`src/rtl/srrw_pkg.sv`:
```
`default_nettype none
package srrw_pkg;

  // Opcodes of an input request
  localparam logic [1:0] OP_TICK  = 2'd0;
  localparam logic [1:0] OP_DATA  = 2'd1;
  localparam logic [1:0] OP_SLIDE = 2'd2;
  localparam logic [1:0] OP_NONE  = 2'd3;

  // Result kinds
  localparam logic [1:0] K_REQUEST = 2'd0;
  localparam logic [1:0] K_DELIVER = 2'd1;
  localparam logic [1:0] K_ACCEPT  = 2'd2;
  localparam logic [1:0] K_IGNORE  = 2'd3;

  // Configuration register indexes
  localparam logic REG_FILE_SIZE = 1'b0;
  localparam logic REG_TIMEOUT   = 1'b1;

  localparam int OFFSET_W = 32;
  localparam int TIME_W   = 32;
  localparam int TMO_W    = 16;
  localparam int OUT_LEN_W  = 11;
  localparam int OUT_SLOT_W = 5;

  typedef struct packed {
    logic [1:0]            kind;
    logic [OFFSET_W-1:0]   offset;
    logic [OUT_LEN_W-1:0]  len;
    logic [OUT_SLOT_W-1:0] slot;
  } res_t;

  typedef struct packed {
    logic                 in_file;
    logic                 timed_out;
    logic                 offset_hit;
    logic [OUT_LEN_W-1:0] seg_len;
  } eval_t;

endpackage
`default_nettype wire

```
`src/rtl/selective_repeat_receive_window.sv`:
```
`default_nettype none
// Flow: an opcode-3 request is taken in idle and starts no scan; tick and data requests walk
//   every window slot, a slide walks until the first slot that has not arrived, and a stall
//   of the result channel holds the walk. One slot a cycle is evaluated while no stall holds it.
// A new request is taken only once the last one is flushed; one result a cycle at most.
// Reset: synchronous, active low; clears window state, flags and tick count, resets config.
//   Request times read as zero until written (per-slot written bits), so no clearing pass.
module selective_repeat_receive_window #(
  parameter int WINDOW_SLOTS  = 32,
  parameter int SEGMENT_BYTES = 1024
) (
  input  wire         clk,
  input  wire         rst_n,
  // request channel
  input  wire         in_valid,
  output logic        in_ready,
  input  wire  [1:0]  in_opcode,
  input  wire  [31:0] in_start_offset,
  // result channel
  output logic        out_valid,
  input  wire         out_ready,
  output logic [1:0]  out_kind,
  output logic [31:0] out_byte_offset,
  output logic [10:0] out_seg_length,
  output logic [4:0]  out_slot,
  output logic        out_last,
  // configuration port
  input  wire         psel,
  input  wire         penable,
  input  wire         pwrite,
  input  wire  [2:0]  paddr,
  input  wire  [31:0] pwdata,
  output logic [31:0] prdata,
  output logic        pready
);
  import srrw_pkg::*;

  localparam int SLOT_W = $clog2(WINDOW_SLOTS);
  localparam int POS_W  = $clog2(WINDOW_SLOTS + 1);
  // wide enough for (2^32 + WINDOW_SLOTS) * SEGMENT_BYTES without wrap
  localparam int OFF_W  = 33 + $clog2(SEGMENT_BYTES);

  localparam logic [1:0] ST_IDLE  = 2'd0;
  localparam logic [1:0] ST_SCAN  = 2'd1;
  localparam logic [1:0] ST_FLUSH = 2'd2;

  function automatic logic [SLOT_W-1:0] slot_inc(input logic [SLOT_W-1:0] s);
    if (s == SLOT_W'(WINDOW_SLOTS - 1)) begin
      return '0;
    end
    return s + 1'b1;
  endfunction

  // configuration
  logic [OFFSET_W-1:0] file_size_r, file_size_nxt;
  logic [TMO_W-1:0]    timeout_r, timeout_nxt;

  // window state
  logic [31:0]             next_seg_r, next_seg_nxt;
  logic [OFF_W-1:0]        base_off_r, base_off_nxt;
  logic [SLOT_W-1:0]       ring_base_r, ring_base_nxt;
  logic [WINDOW_SLOTS-1:0] arrived_r, arrived_nxt;
  logic [TIME_W-1:0]       tick_r, tick_nxt;

  // sequencer
  logic [1:0]          state_r, state_nxt;
  logic [1:0]          op_r, op_nxt;
  logic [OFFSET_W-1:0] start_r, start_nxt;
  logic                found_r, found_nxt;

  // stage A walks window positions and issues the request-time read
  logic [POS_W-1:0]  pos_r, pos_nxt;
  logic [SLOT_W-1:0] a_slot_r, a_slot_nxt;
  logic [OFF_W-1:0]  a_off_r, a_off_nxt;

  // stage B evaluates one slot with the read data
  logic              b_vld_r, b_vld_nxt;
  logic [SLOT_W-1:0] b_slot_r, b_slot_nxt;
  logic [OFF_W-1:0]  b_off_r, b_off_nxt;

  // held result: sent on when the next one is found, or at the flush with its last flag set
  logic pend_vld_r, pend_vld_nxt;
  res_t pend_r, pend_nxt;

  logic out_vld_r, out_vld_nxt;
  res_t out_r, out_nxt;
  logic out_last_r, out_last_nxt;

  logic              rd_en;
  logic [TIME_W-1:0] rt_q;
  logic              rt_wr_en;
  eval_t             ev;

  logic cfg_wr, out_free, a_has, flag_b, need_emit, halt, stall, b_adv, a_adv, scan_done;
  res_t new_res;

  srrw_rtime_mem #(
    .DEPTH (WINDOW_SLOTS),
    .AW    (SLOT_W)
  ) u_rtime (
    .clk     (clk),
    .rst_n   (rst_n),
    .rd_en   (rd_en),
    .rd_addr (a_slot_r),
    .rd_data (rt_q),
    .wr_en   (rt_wr_en),
    .wr_addr (b_slot_r),
    .wr_data (tick_r)
  );

  srrw_seg_eval #(
    .SEGMENT_BYTES (SEGMENT_BYTES),
    .OFF_W         (OFF_W)
  ) u_eval (
    .seg_off       (b_off_r),
    .start_offset  (start_r),
    .file_size     (file_size_r),
    .tick_count    (tick_r),
    .req_time      (rt_q),
    .timeout_ticks (timeout_r),
    .ev            (ev)
  );

  // APB side: no wait states, register chosen by word address
  assign pready = 1'b1;
  assign cfg_wr = psel & penable & pwrite;
  assign prdata = (paddr[2] == REG_TIMEOUT) ? 32'(timeout_r) : file_size_r;

  assign in_ready = (state_r == ST_IDLE);
  assign out_free = !out_vld_r || out_ready;
  assign a_has    = (pos_r != POS_W'(WINDOW_SLOTS));
  assign flag_b   = arrived_r[b_slot_r];

  always_comb begin
    unique case (op_r)
      OP_TICK:  need_emit = !flag_b && ev.timed_out && ev.in_file;
      OP_DATA:  need_emit = !flag_b && ev.offset_hit && ev.in_file;
      OP_SLIDE: need_emit = flag_b;
      OP_NONE:  need_emit = 1'b0;
    endcase
  end

  always_comb begin
    new_res.offset = b_off_r[OFFSET_W-1:0];
    new_res.len    = ev.seg_len;
    new_res.slot   = OUT_SLOT_W'(b_slot_r);
    unique case (op_r)
      OP_TICK:  new_res.kind = K_REQUEST;
      OP_DATA:  new_res.kind = K_ACCEPT;
      OP_SLIDE: new_res.kind = K_DELIVER;
      OP_NONE:  new_res.kind = K_IGNORE;
    endcase
  end

  // a slide stops at the first slot that has not arrived
  assign halt      = b_vld_r && (op_r == OP_SLIDE) && !flag_b;
  // a new result needs the held one moved out first
  assign stall     = b_vld_r && need_emit && pend_vld_r && !out_free;
  assign b_adv     = b_vld_r && !stall;
  assign a_adv     = (state_r == ST_SCAN) && a_has && (!b_vld_r || b_adv) && !halt;
  assign scan_done = halt || (!a_has && (!b_vld_r || b_adv));
  assign rd_en     = a_adv;

  always_comb begin
    file_size_nxt = file_size_r;
    timeout_nxt   = timeout_r;
    next_seg_nxt  = next_seg_r;
    base_off_nxt  = base_off_r;
    ring_base_nxt = ring_base_r;
    arrived_nxt   = arrived_r;
    tick_nxt      = tick_r;
    state_nxt     = state_r;
    op_nxt        = op_r;
    start_nxt     = start_r;
    found_nxt     = found_r;
    pos_nxt       = pos_r;
    a_slot_nxt    = a_slot_r;
    a_off_nxt     = a_off_r;
    b_vld_nxt     = b_vld_r;
    b_slot_nxt    = b_slot_r;
    b_off_nxt     = b_off_r;
    pend_vld_nxt  = pend_vld_r;
    pend_nxt      = pend_r;
    out_vld_nxt   = out_vld_r;
    out_nxt       = out_r;
    out_last_nxt  = out_last_r;
    rt_wr_en      = 1'b0;

    if (cfg_wr) begin
      unique case (paddr[2])
        REG_FILE_SIZE: file_size_nxt = pwdata;
        REG_TIMEOUT:   timeout_nxt   = pwdata[TMO_W-1:0];
      endcase
    end

    // drop the result once taken
    if (out_vld_r && out_ready) begin
      out_vld_nxt = 1'b0;
    end

    unique case (state_r)
      ST_IDLE: begin
        if (in_valid) begin
          op_nxt    = in_opcode;
          start_nxt = in_start_offset;
          if (in_opcode == OP_TICK) begin
            tick_nxt = tick_r + 1'b1;
          end
          if (in_opcode != OP_NONE) begin
            state_nxt  = ST_SCAN;
            pos_nxt    = '0;
            a_slot_nxt = ring_base_r;
            a_off_nxt  = base_off_r;
            found_nxt  = 1'b0;
          end
        end
      end

      ST_SCAN: begin
        if (b_adv && need_emit) begin
          if (pend_vld_r) begin
            out_vld_nxt  = 1'b1;
            out_nxt      = pend_r;
            out_last_nxt = 1'b0;
          end
          pend_vld_nxt = 1'b1;
          pend_nxt     = new_res;
          unique case (op_r)
            OP_TICK: begin
              rt_wr_en = 1'b1;
            end
            OP_DATA: begin
              arrived_nxt[b_slot_r] = 1'b1;
              found_nxt             = 1'b1;
            end
            OP_SLIDE: begin
              arrived_nxt[b_slot_r] = 1'b0;
              rt_wr_en              = 1'b1;
              next_seg_nxt          = next_seg_r + 1'b1;
              // segment number wraps at 32 bits, its offset with it
              base_off_nxt  = (&next_seg_r) ? '0 : base_off_r + OFF_W'(SEGMENT_BYTES);
              ring_base_nxt = slot_inc(b_slot_r);
            end
            OP_NONE: begin
            end
          endcase
        end

        if (a_adv) begin
          b_vld_nxt  = 1'b1;
          b_slot_nxt = a_slot_r;
          b_off_nxt  = a_off_r;
          a_slot_nxt = slot_inc(a_slot_r);
          a_off_nxt  = a_off_r + OFF_W'(SEGMENT_BYTES);
          pos_nxt    = pos_r + 1'b1;
        end else if (b_adv || halt) begin
          b_vld_nxt = 1'b0;
        end

        if (scan_done) begin
          state_nxt = ST_FLUSH;
          b_vld_nxt = 1'b0;
          // data that matched no free slot is reported as ignored
          if (op_r == OP_DATA && !found_r && !(b_adv && need_emit)) begin
            pend_vld_nxt = 1'b1;
            pend_nxt     = '{kind: K_IGNORE, offset: start_r, len: '0, slot: '0};
          end
        end
      end

      ST_FLUSH: begin
        if (!pend_vld_r) begin
          state_nxt = ST_IDLE;
        end else if (out_free) begin
          out_vld_nxt  = 1'b1;
          out_nxt      = pend_r;
          out_last_nxt = 1'b1;
          pend_vld_nxt = 1'b0;
          state_nxt    = ST_IDLE;
        end
      end

      default: begin
        state_nxt = ST_IDLE;
      end
    endcase
  end

  always_ff @(posedge clk) begin
    if (!rst_n) begin
      file_size_r <= '0;
      timeout_r   <= TMO_W'(100);
      next_seg_r  <= '0;
      base_off_r  <= '0;
      ring_base_r <= '0;
      arrived_r   <= '0;
      tick_r      <= '0;
      state_r     <= ST_IDLE;
      pos_r       <= '0;
      b_vld_r     <= 1'b0;
      pend_vld_r  <= 1'b0;
      out_vld_r   <= 1'b0;
    end else begin
      file_size_r <= file_size_nxt;
      timeout_r   <= timeout_nxt;
      next_seg_r  <= next_seg_nxt;
      base_off_r  <= base_off_nxt;
      ring_base_r <= ring_base_nxt;
      arrived_r   <= arrived_nxt;
      tick_r      <= tick_nxt;
      state_r     <= state_nxt;
      pos_r       <= pos_nxt;
      b_vld_r     <= b_vld_nxt;
      pend_vld_r  <= pend_vld_nxt;
      out_vld_r   <= out_vld_nxt;
    end
  end

  always_ff @(posedge clk) begin
    op_r       <= op_nxt;
    start_r    <= start_nxt;
    found_r    <= found_nxt;
    a_slot_r   <= a_slot_nxt;
    a_off_r    <= a_off_nxt;
    b_slot_r   <= b_slot_nxt;
    b_off_r    <= b_off_nxt;
    pend_r     <= pend_nxt;
    out_r      <= out_nxt;
    out_last_r <= out_last_nxt;
  end

  assign out_valid       = out_vld_r;
  assign out_kind        = out_r.kind;
  assign out_byte_offset = out_r.offset;
  assign out_seg_length  = out_r.len;
  assign out_slot        = out_r.slot;
  assign out_last        = out_last_r;

  // evaluation stage only runs during a scan
  a_b_idle: assert property (@(posedge clk) disable iff (!rst_n)
    state_r != ST_SCAN |-> !b_vld_r)
    else $error("evaluation stage busy outside a scan");

  // every held result is sent before the next request is taken
  a_pend_flushed: assert property (@(posedge clk) disable iff (!rst_n)
    state_r == ST_IDLE |-> !pend_vld_r)
    else $error("held result left behind at idle");

  // the position counter never runs past the window
  a_pos_range: assert property (@(posedge clk) disable iff (!rst_n)
    pos_r <= POS_W'(WINDOW_SLOTS))
    else $error("scan position beyond window");

  // a scan ends in the flush state once the last position is evaluated or a slide halts
  a_scan_end: assert property (@(posedge clk) disable iff (!rst_n)
    state_r == ST_SCAN && scan_done |=> state_r == ST_FLUSH)
    else $error("scan did not end in flush");

endmodule
`default_nettype wire

```
`src/rtl/srrw_rtime_mem.sv`:
```
`default_nettype none
module srrw_rtime_mem #(
  parameter int DEPTH = 32,
  parameter int AW    = 5
) (
  input  wire                          clk,
  input  wire                          rst_n,
  input  wire                          rd_en,
  input  wire  [AW-1:0]                rd_addr,
  output logic [srrw_pkg::TIME_W-1:0]  rd_data,
  input  wire                          wr_en,
  input  wire  [AW-1:0]                wr_addr,
  input  wire  [srrw_pkg::TIME_W-1:0]  wr_data
);
  import srrw_pkg::*;

  logic [TIME_W-1:0] mem [DEPTH];
  logic [DEPTH-1:0]  written_r;

  // An entry never written reads as zero
  always_ff @(posedge clk) begin
    if (!rst_n) begin
      written_r <= '0;
    end else if (wr_en) begin
      written_r[wr_addr] <= 1'b1;
    end
  end

  always_ff @(posedge clk) begin
    if (wr_en) begin
      mem[wr_addr] <= wr_data;
    end
  end

  always_ff @(posedge clk) begin
    if (rd_en) begin
      rd_data <= written_r[rd_addr] ? mem[rd_addr] : '0;
    end
  end

endmodule
`default_nettype wire

```
`src/rtl/srrw_seg_eval.sv`:
```
`default_nettype none
module srrw_seg_eval #(
  parameter int SEGMENT_BYTES = 1024,
  parameter int OFF_W         = 43
) (
  input  wire  [OFF_W-1:0]             seg_off,
  input  wire  [srrw_pkg::OFFSET_W-1:0] start_offset,
  input  wire  [srrw_pkg::OFFSET_W-1:0] file_size,
  input  wire  [srrw_pkg::TIME_W-1:0]   tick_count,
  input  wire  [srrw_pkg::TIME_W-1:0]   req_time,
  input  wire  [srrw_pkg::TMO_W-1:0]    timeout_ticks,
  output srrw_pkg::eval_t               ev
);
  import srrw_pkg::*;

  localparam int LEN_W = $clog2(SEGMENT_BYTES + 1);

  logic [OFFSET_W-1:0] remain;
  logic [LEN_W-1:0]    len;
  logic [TIME_W-1:0]   age;

  always_comb begin
    remain     = file_size - seg_off[OFFSET_W-1:0];
    ev.in_file = seg_off < OFF_W'(file_size);
    // a segment at or past the end of the file has no bytes
    if (!ev.in_file) begin
      len = '0;
    end else if (remain < OFFSET_W'(SEGMENT_BYTES)) begin
      len = remain[LEN_W-1:0];
    end else begin
      len = LEN_W'(SEGMENT_BYTES);
    end
    age = tick_count - req_time;
    ev.timed_out  = age > TIME_W'(timeout_ticks);
    ev.offset_hit = seg_off == OFF_W'(start_offset);
    ev.seg_len    = OUT_LEN_W'(len);
  end

endmodule
`default_nettype wire
```
`config.mk`:
```
export PLATFORM = sky130hd
export DESIGN_NAME = selective_repeat_receive_window
export DESIGN_NICKNAME = d
export VERILOG_FILES = /design/src/rtl/srrw_pkg.sv /design/src/rtl/selective_repeat_receive_window.sv /design/src/rtl/srrw_rtime_mem.sv /design/src/rtl/srrw_seg_eval.sv
export SDC_FILE = /design/constraint.sdc
export NUM_CORES = 2
export LEC_CHECK = 0
export BUFFER_PORTS_ARGS = -buffer_cell sky130_fd_sc_hd__buf_2
export CAP_MARGIN = 15
export CELL_PAD_IN_SITES_DETAIL_PLACEMENT = 1
export CELL_PAD_IN_SITES_GLOBAL_PLACEMENT = 1
export CORE_MARGIN = 4
export CORE_UTILIZATION = 30
export CTS_CLUSTER_SIZE = 30
export DETAILED_ROUTE_END_ITERATION = 10
export PLACE_DENSITY = 0.6
export SYNTH_ARGS = -nofsm -noshare
export SYNTH_HDL_FRONTEND = slang
export SYNTH_HIERARCHICAL = 1
export SYNTH_SLANG_ARGS = --single-unit
```
`constraint.sdc`:
```
create_clock -name clk -period 6.9 [get_ports clk]
set_clock_uncertainty 0.15 [all_clocks]
set_input_delay 0 -clock clk [delete_from_list [all_inputs] [get_ports clk]]
set_output_delay 0 -clock clk [all_outputs]
set_load 0.02 [all_outputs]
```
Word level (Yosys, flattened, before mapping). Memories as Yosys holds them, arrays and structs flattened. A register that Yosys moved wholly into a read port is not among the register bits. Cells that the tools add are included.

$add $sub $neg: 9. $lt $le $gt $ge: 6. Eq/ne operators: 20. Muxes and demuxes: 80. Bitwise logic cells: 7. Reductions and logical operators: 54.

Operators with widths (count): 50-bit two-way mux (7); 43-bit two-way mux (4); 50-bit case mux with 2 select lines (1); 43-bit by 11-bit adder with 43-bit output (second input constant) (2); 43-bit case mux with 2 select lines (1); 32-bit by 1-bit adder with 32-bit output (second input constant) (2); 32-bit OR (2); 32-bit case mux with 2 select lines (1); 32-bit subtractor (2); 43-bit by 32-bit == test with 1-bit output (1); 43-bit by 32-bit less-than comparator with 1-bit output (1); 1-bit two-way mux (36); 5-bit two-way mux (7); 32-bit bitwise AND (1); 32-bit by 16-bit > comparator with 1-bit output (1); 32-bit by 11-bit less-than comparator with 1-bit output (second input constant) (1); 32-bit two-way mux (1); 32-bit NOT (1); 32-bit AND reduction (1); 11-bit two-way mux (2); 1-bit logical AND (19); 6-bit two-way mux (3); 2-bit inequality test (second input constant) (7); 5-bit by 6-bit less-than comparator with 1-bit output (second input constant) (2); other kinds (30) (70).

Register bits: 467. Bits in writable memories: 1024. Word-level logic and storage cells: 206. Memories: 1.

Memories: u_rtime.mem (words 32, width 32, rd ports 1, clocked after Yosys merged registers in 1, write ports 1, RTL line srrw_rtime_mem.sv:17) `logic [TIME_W-1:0] mem [DEPTH];`.

Longest topological paths before layout.
Depth in word-level cells: 19. Mapped depth: 35. Mapped depth without buffers: 32.

Modules after synthesis. Netlist, hierarchy kept.

By module, submodules not included: srrw_rtime_mem (times used 1, cells an instance 2090, area an instance 41810.1 um^2, sequential area each 32351.0 um^2); selective_repeat_receive_window (times used 1, cells an instance 1596, area an instance 17734.5 um^2, sequential area each 10289.9 um^2); srrw_seg_eval (times used 1, cells an instance 811, area an instance 5734.2 um^2, sequential area each 0.0 um^2).

Least setup slack after synthesis. OpenSTA, ideal clock, no wires.

Kind: register -> register. Start point: register tick_r[4]. End point: memory u_rtime.mem[28][0], enable pin. Library setup time: 423 ps. Data arrival time: 6701 ps. Data required time: 6327 ps. Path slack: -373 ps. Stages on the path, launching flop included: 30. Period minus slack after synthesis: 7273 ps. Path through: dfxtp_1 -> ha_1 -> a21o_1 -> a21oi_1 -> nand2_1 -> a31oi_1 -> nor2b_1 -> o21ai_0 -> nand2b_1 -> a21oi_1 -> o21bai_1 -> xor2_1 -> ha_1 -> nand4_1 -> a211oi_1 -> nor3_1 -> o221ai_1 -> or4_1 -> nor4_1 -> nand4_1 -> mux2_2 -> and3_1 -> mux2_4 -> nand3_4 -> buf_4 -> buf_2 -> nor2_1 -> or3b_2 -> clkbuf_1 -> nor2_1.

RTL lines: start, declared (RTL line selective_repeat_receive_window.sv:63) `logic [TIME_W-1:0] tick_r, tick_nxt;`; start signal, assigned (RTL line selective_repeat_receive_window.sv:310) `tick_r <= tick_nxt;`; end, declared (RTL line srrw_rtime_mem.sv:17).

==> run_results.csv <==
group,metric,value,unit
run_status,status,"finished, final reports clean",
place,io_buffer_count,158,
detailed_routing,final_antenna_net_count,0,
cells_and_area,nets,5165,
worst_setup_path,reg2reg_from,"tick_r[0]",
worst_setup_path,r2r_cells,34,
detailed_routing,routed-via-count,40500,
floorplan,die_h,474,um
sta,whs,102,ps
synthesis,syn_nets,4705,
power,power.share.sequential,46.6,%
worst_setup_path,crit_type,"reg2reg",
cells_and_area,final_cells,7934,
worst_setup_path,r2r_end,"pend_r[21]",
cts,cts-root-buf,"clkbuf_16",
grt,met2_usage,28.1,%
synthesis,seq_area_frac_synth,65.3,%
cts,h-tree-depth,4,
grt,grt_overflow,0,
power,leakagePower,28.5,nW
power,power_density,281,nW/um^2
worst_setup_path,endpoint,"pend_r[21]",
power,p_sw_share,26.5,%
synthesis,muxShareOfSynthArea,10.7,%
worst_setup_path,r2r_slack,300,ps
detailed_routing,drt_wl_total,190,mm
synthesis,synthesis.area,65300,sq um
detailed_routing,drc,0,
cts,cts_tree,"yes",
floorplan,initial_core_util,30.3,%
grt,busiest_layer,"met2",
sta,max_slew.worst_pin.slew,1140,ps
cts,clkTransAtPathRegs,60,ps
synthesis,yosys_warnings,6,
floorplan,ios,162,
hold_path,hp-class,"in2reg",
power,finalPower,22.1,mW
cells_and_area,most-common-layout-cells,"1270 x edfxtp_1, 269 x mux2i_1, 255 x nand2_1",
synthesis,postSynthCellCount,4497,
power,internal_power,16.2,mW
grt,antenna_found_initial,8,
detailed_routing,drt_first_pass_iters,5,
place,gp_congestion,0.808,
sta,drv_slew,0,
detailed_routing,post_drt_wl_per_cell,24.0,um
grt,grt_usage,16.5,%
worst_setup_path,worstSetupStartpointType,"flip-flop",
synthesis,synth_top_family_by_area,"multiplexers",
grt,met1_usage,22.0,%
detailed_routing,drt-initial-drc-count,2913,
synthesis,yosys.area.top_type,"edfxtp_1",
worst_setup_path,path_max_fanout,14,
floorplan,coreArea,215000,sq um
floorplan,dieWidth,474,um
synthesis,ys.flop_type,"edfxtp_1",
cts,cts_sinks,1495,
grt,grt_pass1_vias,42200,
sta,fmax,151,MHz
place,numPlacedInstances,7447,
worst_setup_path,cp_slowest_stage_delay,560,ps
synthesis,ys_ff_latch,1495,
detailed_routing,viasPerCell,5.10,
worst_setup_path,crit_path_frequent_cell,"o21ai_1",
synthesis,synth_edf_count,1270,
worst_setup_path,critPathLaunch,"tick_r[0]",
place,place_hpwl,122,mm
grt,grt_max_degree,106,
sta,relSlewSlack,24.0,%
cts,clk_latency,810,ps
synthesis,synth_top_area_share,58.4,%
sta,hold_violations,0,
cells_and_area,fin_util,36.4,%
floorplan,num_rows,170,
cells_and_area,areaGrowthSynthToFinish,20.3,%
power,comb_power_share,13.6,%
cells_and_area,drive_gt1_share,18.9,%
power,pwr-share-clk,39.8,%
sta,fin_crit_sh,95.7,%
worst_setup_path,crit_required,7300,ps
synthesis,yosys.area_share.simple,7.58,%
power,ir_drop,0.000345,V
synthesis,avgSynthCellArea,14.5,sq um
sta,setup_violations,0,
run,maxCapViolCount,0,
synthesis,synth_adder_area_share,2.55,%
grt,use_met3,2.42,%
synthesis,synth_area_leaders,"edfxtp_1 58%, dfxtp_1 6.9%, mux4_2 4.6%, mux2i_1 4.1%, ha_1 2.5%",
cts,cts_made_buffers,159,
power,power.switching,5.87,mW
synthesis,synthArstFlopShare,0,%
worst_setup_path,worst_setup_path_end_kind,"flip-flop",
sta,fin_crit,6600,ps
grt,grt_pass1_wl,282,mm
cts,clockBufferDepth,3,
worst_setup_path,critPathSlowestCell,"or4_1",
synthesis,synth_xor_area_share,2.51,%
synthesis,synth_cell_type_count,112,
worst_setup_path,cp.arrival,7000,ps
synthesis,synth-compound-area-share,8.23,%
cells_and_area,final_common_cell,"edfxtp_1",
floorplan,die_area,225000,sq um
## metal layers
layer	up-vias	part of all wire, %
met5	-	0
met2	846	49
met4	0	2.7
met3	243	3.9
li1	18300	-
met1	21100	44
## cells by family (layout without fill, tap and decap cells)
family,count (synthesis),count (layout)
other,2,7
muxes,506,506
buffers and inverters,403,995
AOI/OAI and AO/OA,797,797
DFF,1495,1495
and+or+nand+nor,977,979
adders and majority gates,132,132
xor gates and xnor gates,185,185
## cell type report
class | count | area, sq um
antenna | 5 | 12.5
timing repair buffer | 545 | 5370
tap | 2838 | 3550
sequential | 1495 | 42600
clock buffer | 211 | 4400
clock inverter | 84 | 1010
fill | 22200 | 137000
multi-input combinational | 2601 | 21000
inverter | 155 | 588
## Yosys cell counts, types with 14 or more instances
master,n
inv_1,154
buf_6,39
dfxtp_1,225
nor2b_1,38
o21a_1,47
mux4_2,133
buf_2,42
nand3_1,100
o21ai_0,125
edfxtp_1,1270
clkbuf_1,124
a221oi_1,131
ha_1,130
o21ai_1,14
buf_4,19
mux2_4,21
mux2i_1,269
a31oi_1,43
nand2_1,256
a311oi_1,36
a21oi_1,227
nor4_1,32
a21oi_2,14
nand4_1,48
xnor2_1,80
or3_1,22
and3_1,60
nor2_1,250
and2_1,17
a21o_1,30
nor3_1,72
mux2_2,73
xor2_1,104
a22oi_1,37
## critical path, delay by kind of cell, from the launching register on
kind / cells / cell delay, ps
AOI/OAI and AO/OA: 9 / 1250
xor gates and xnor gates: 1 / 150
adders and majority gates: 3 / 730
buffers and inverters: 6 / 830
DFF: 1 / 320
muxes: 3 / 860
and+or+nand+nor: 12 / 2040
## per-stage QoR
| step | worst slack (ps) | TNS (ps) | cell area [sq um] |
|---|---|---|---|
| 5_1_grt | -23.9 | -189 | 78500 |
| 3_3_place_gp | -11.0 | -286 | 71100 |
| 2_1_floorplan | -373 | -96690 | 65300 |
| 4_1_cts | 52.7 | 0 | 78200 |
| 3_5_place_dp | -84.6 | -2650 | 71100 |
| 6_report | 299 | 0 | 78500 |
## power groups by stage
| stage | registers [mW] | clock network, mW | logic, mW |
|---|---|---|---|
| after floorplan | 10.5 | 0 | 1.93 |
| after global placement | 10.5 | 0 | 2.91 |
| after detailed placement | 10.5 | 0 | 2.94 |
| after CTS | 10.3 | 9.00 | 3.02 |
| after global routing | 10.3 | 9.42 | 3.25 |
| final | 10.3 | 8.79 | 3.01 |
## worst min path at each step
| stage | from | to | slack, ps | depth (start not counted) |
|---|---|---|---|---|
| floorplan | in_opcode[0] | op_r[0] | -50 | 0 |
| global route | rst_n | u_rtime/written_r[8] | 60 | 3 |
| CTS | rst_n | u_rtime/written_r[5] | 30 | 3 |
| global placement | in_start_offset[4] | start_r[4] | 30 | 1 |
| finish | rst_n | u_rtime/written_r[8] | 100 | 3 |
| detailed placement | in_start_offset[3] | start_r[3] | 30 | 1 |
## what timing repair did
action,in CTS,in global routing
pin swaps,2,6
gates cloned,1,7
hold endpoints to repair,214,0
resized for setup,2,15
setup endpoints to repair,64,1369
hold buffers,172,0
buffers inserted,0,6
## sequential cells by signal, indices dropped and copies added (netlist names), 2 cells and up
signal / cells
u_rtime/mem: 1024
pend_r: 50
a_off_r: 34
b_off_r: 34
base_off_r: 33
arrived_r: 32
file_size_r: 32
next_seg_r: 32
out_byte_offset: 32
start_r: 32
tick_r: 32
u_rtime/rd_data: 32
u_rtime/written_r: 32
timeout_r: 16
out_seg_length: 11
pos_r: 6
a_slot_r: 5
b_slot_r: 5
out_slot: 5
ring_base_r: 5
op_r: 2
out_kind: 2
state_r: 2
(Power assumes the default switching activity.)
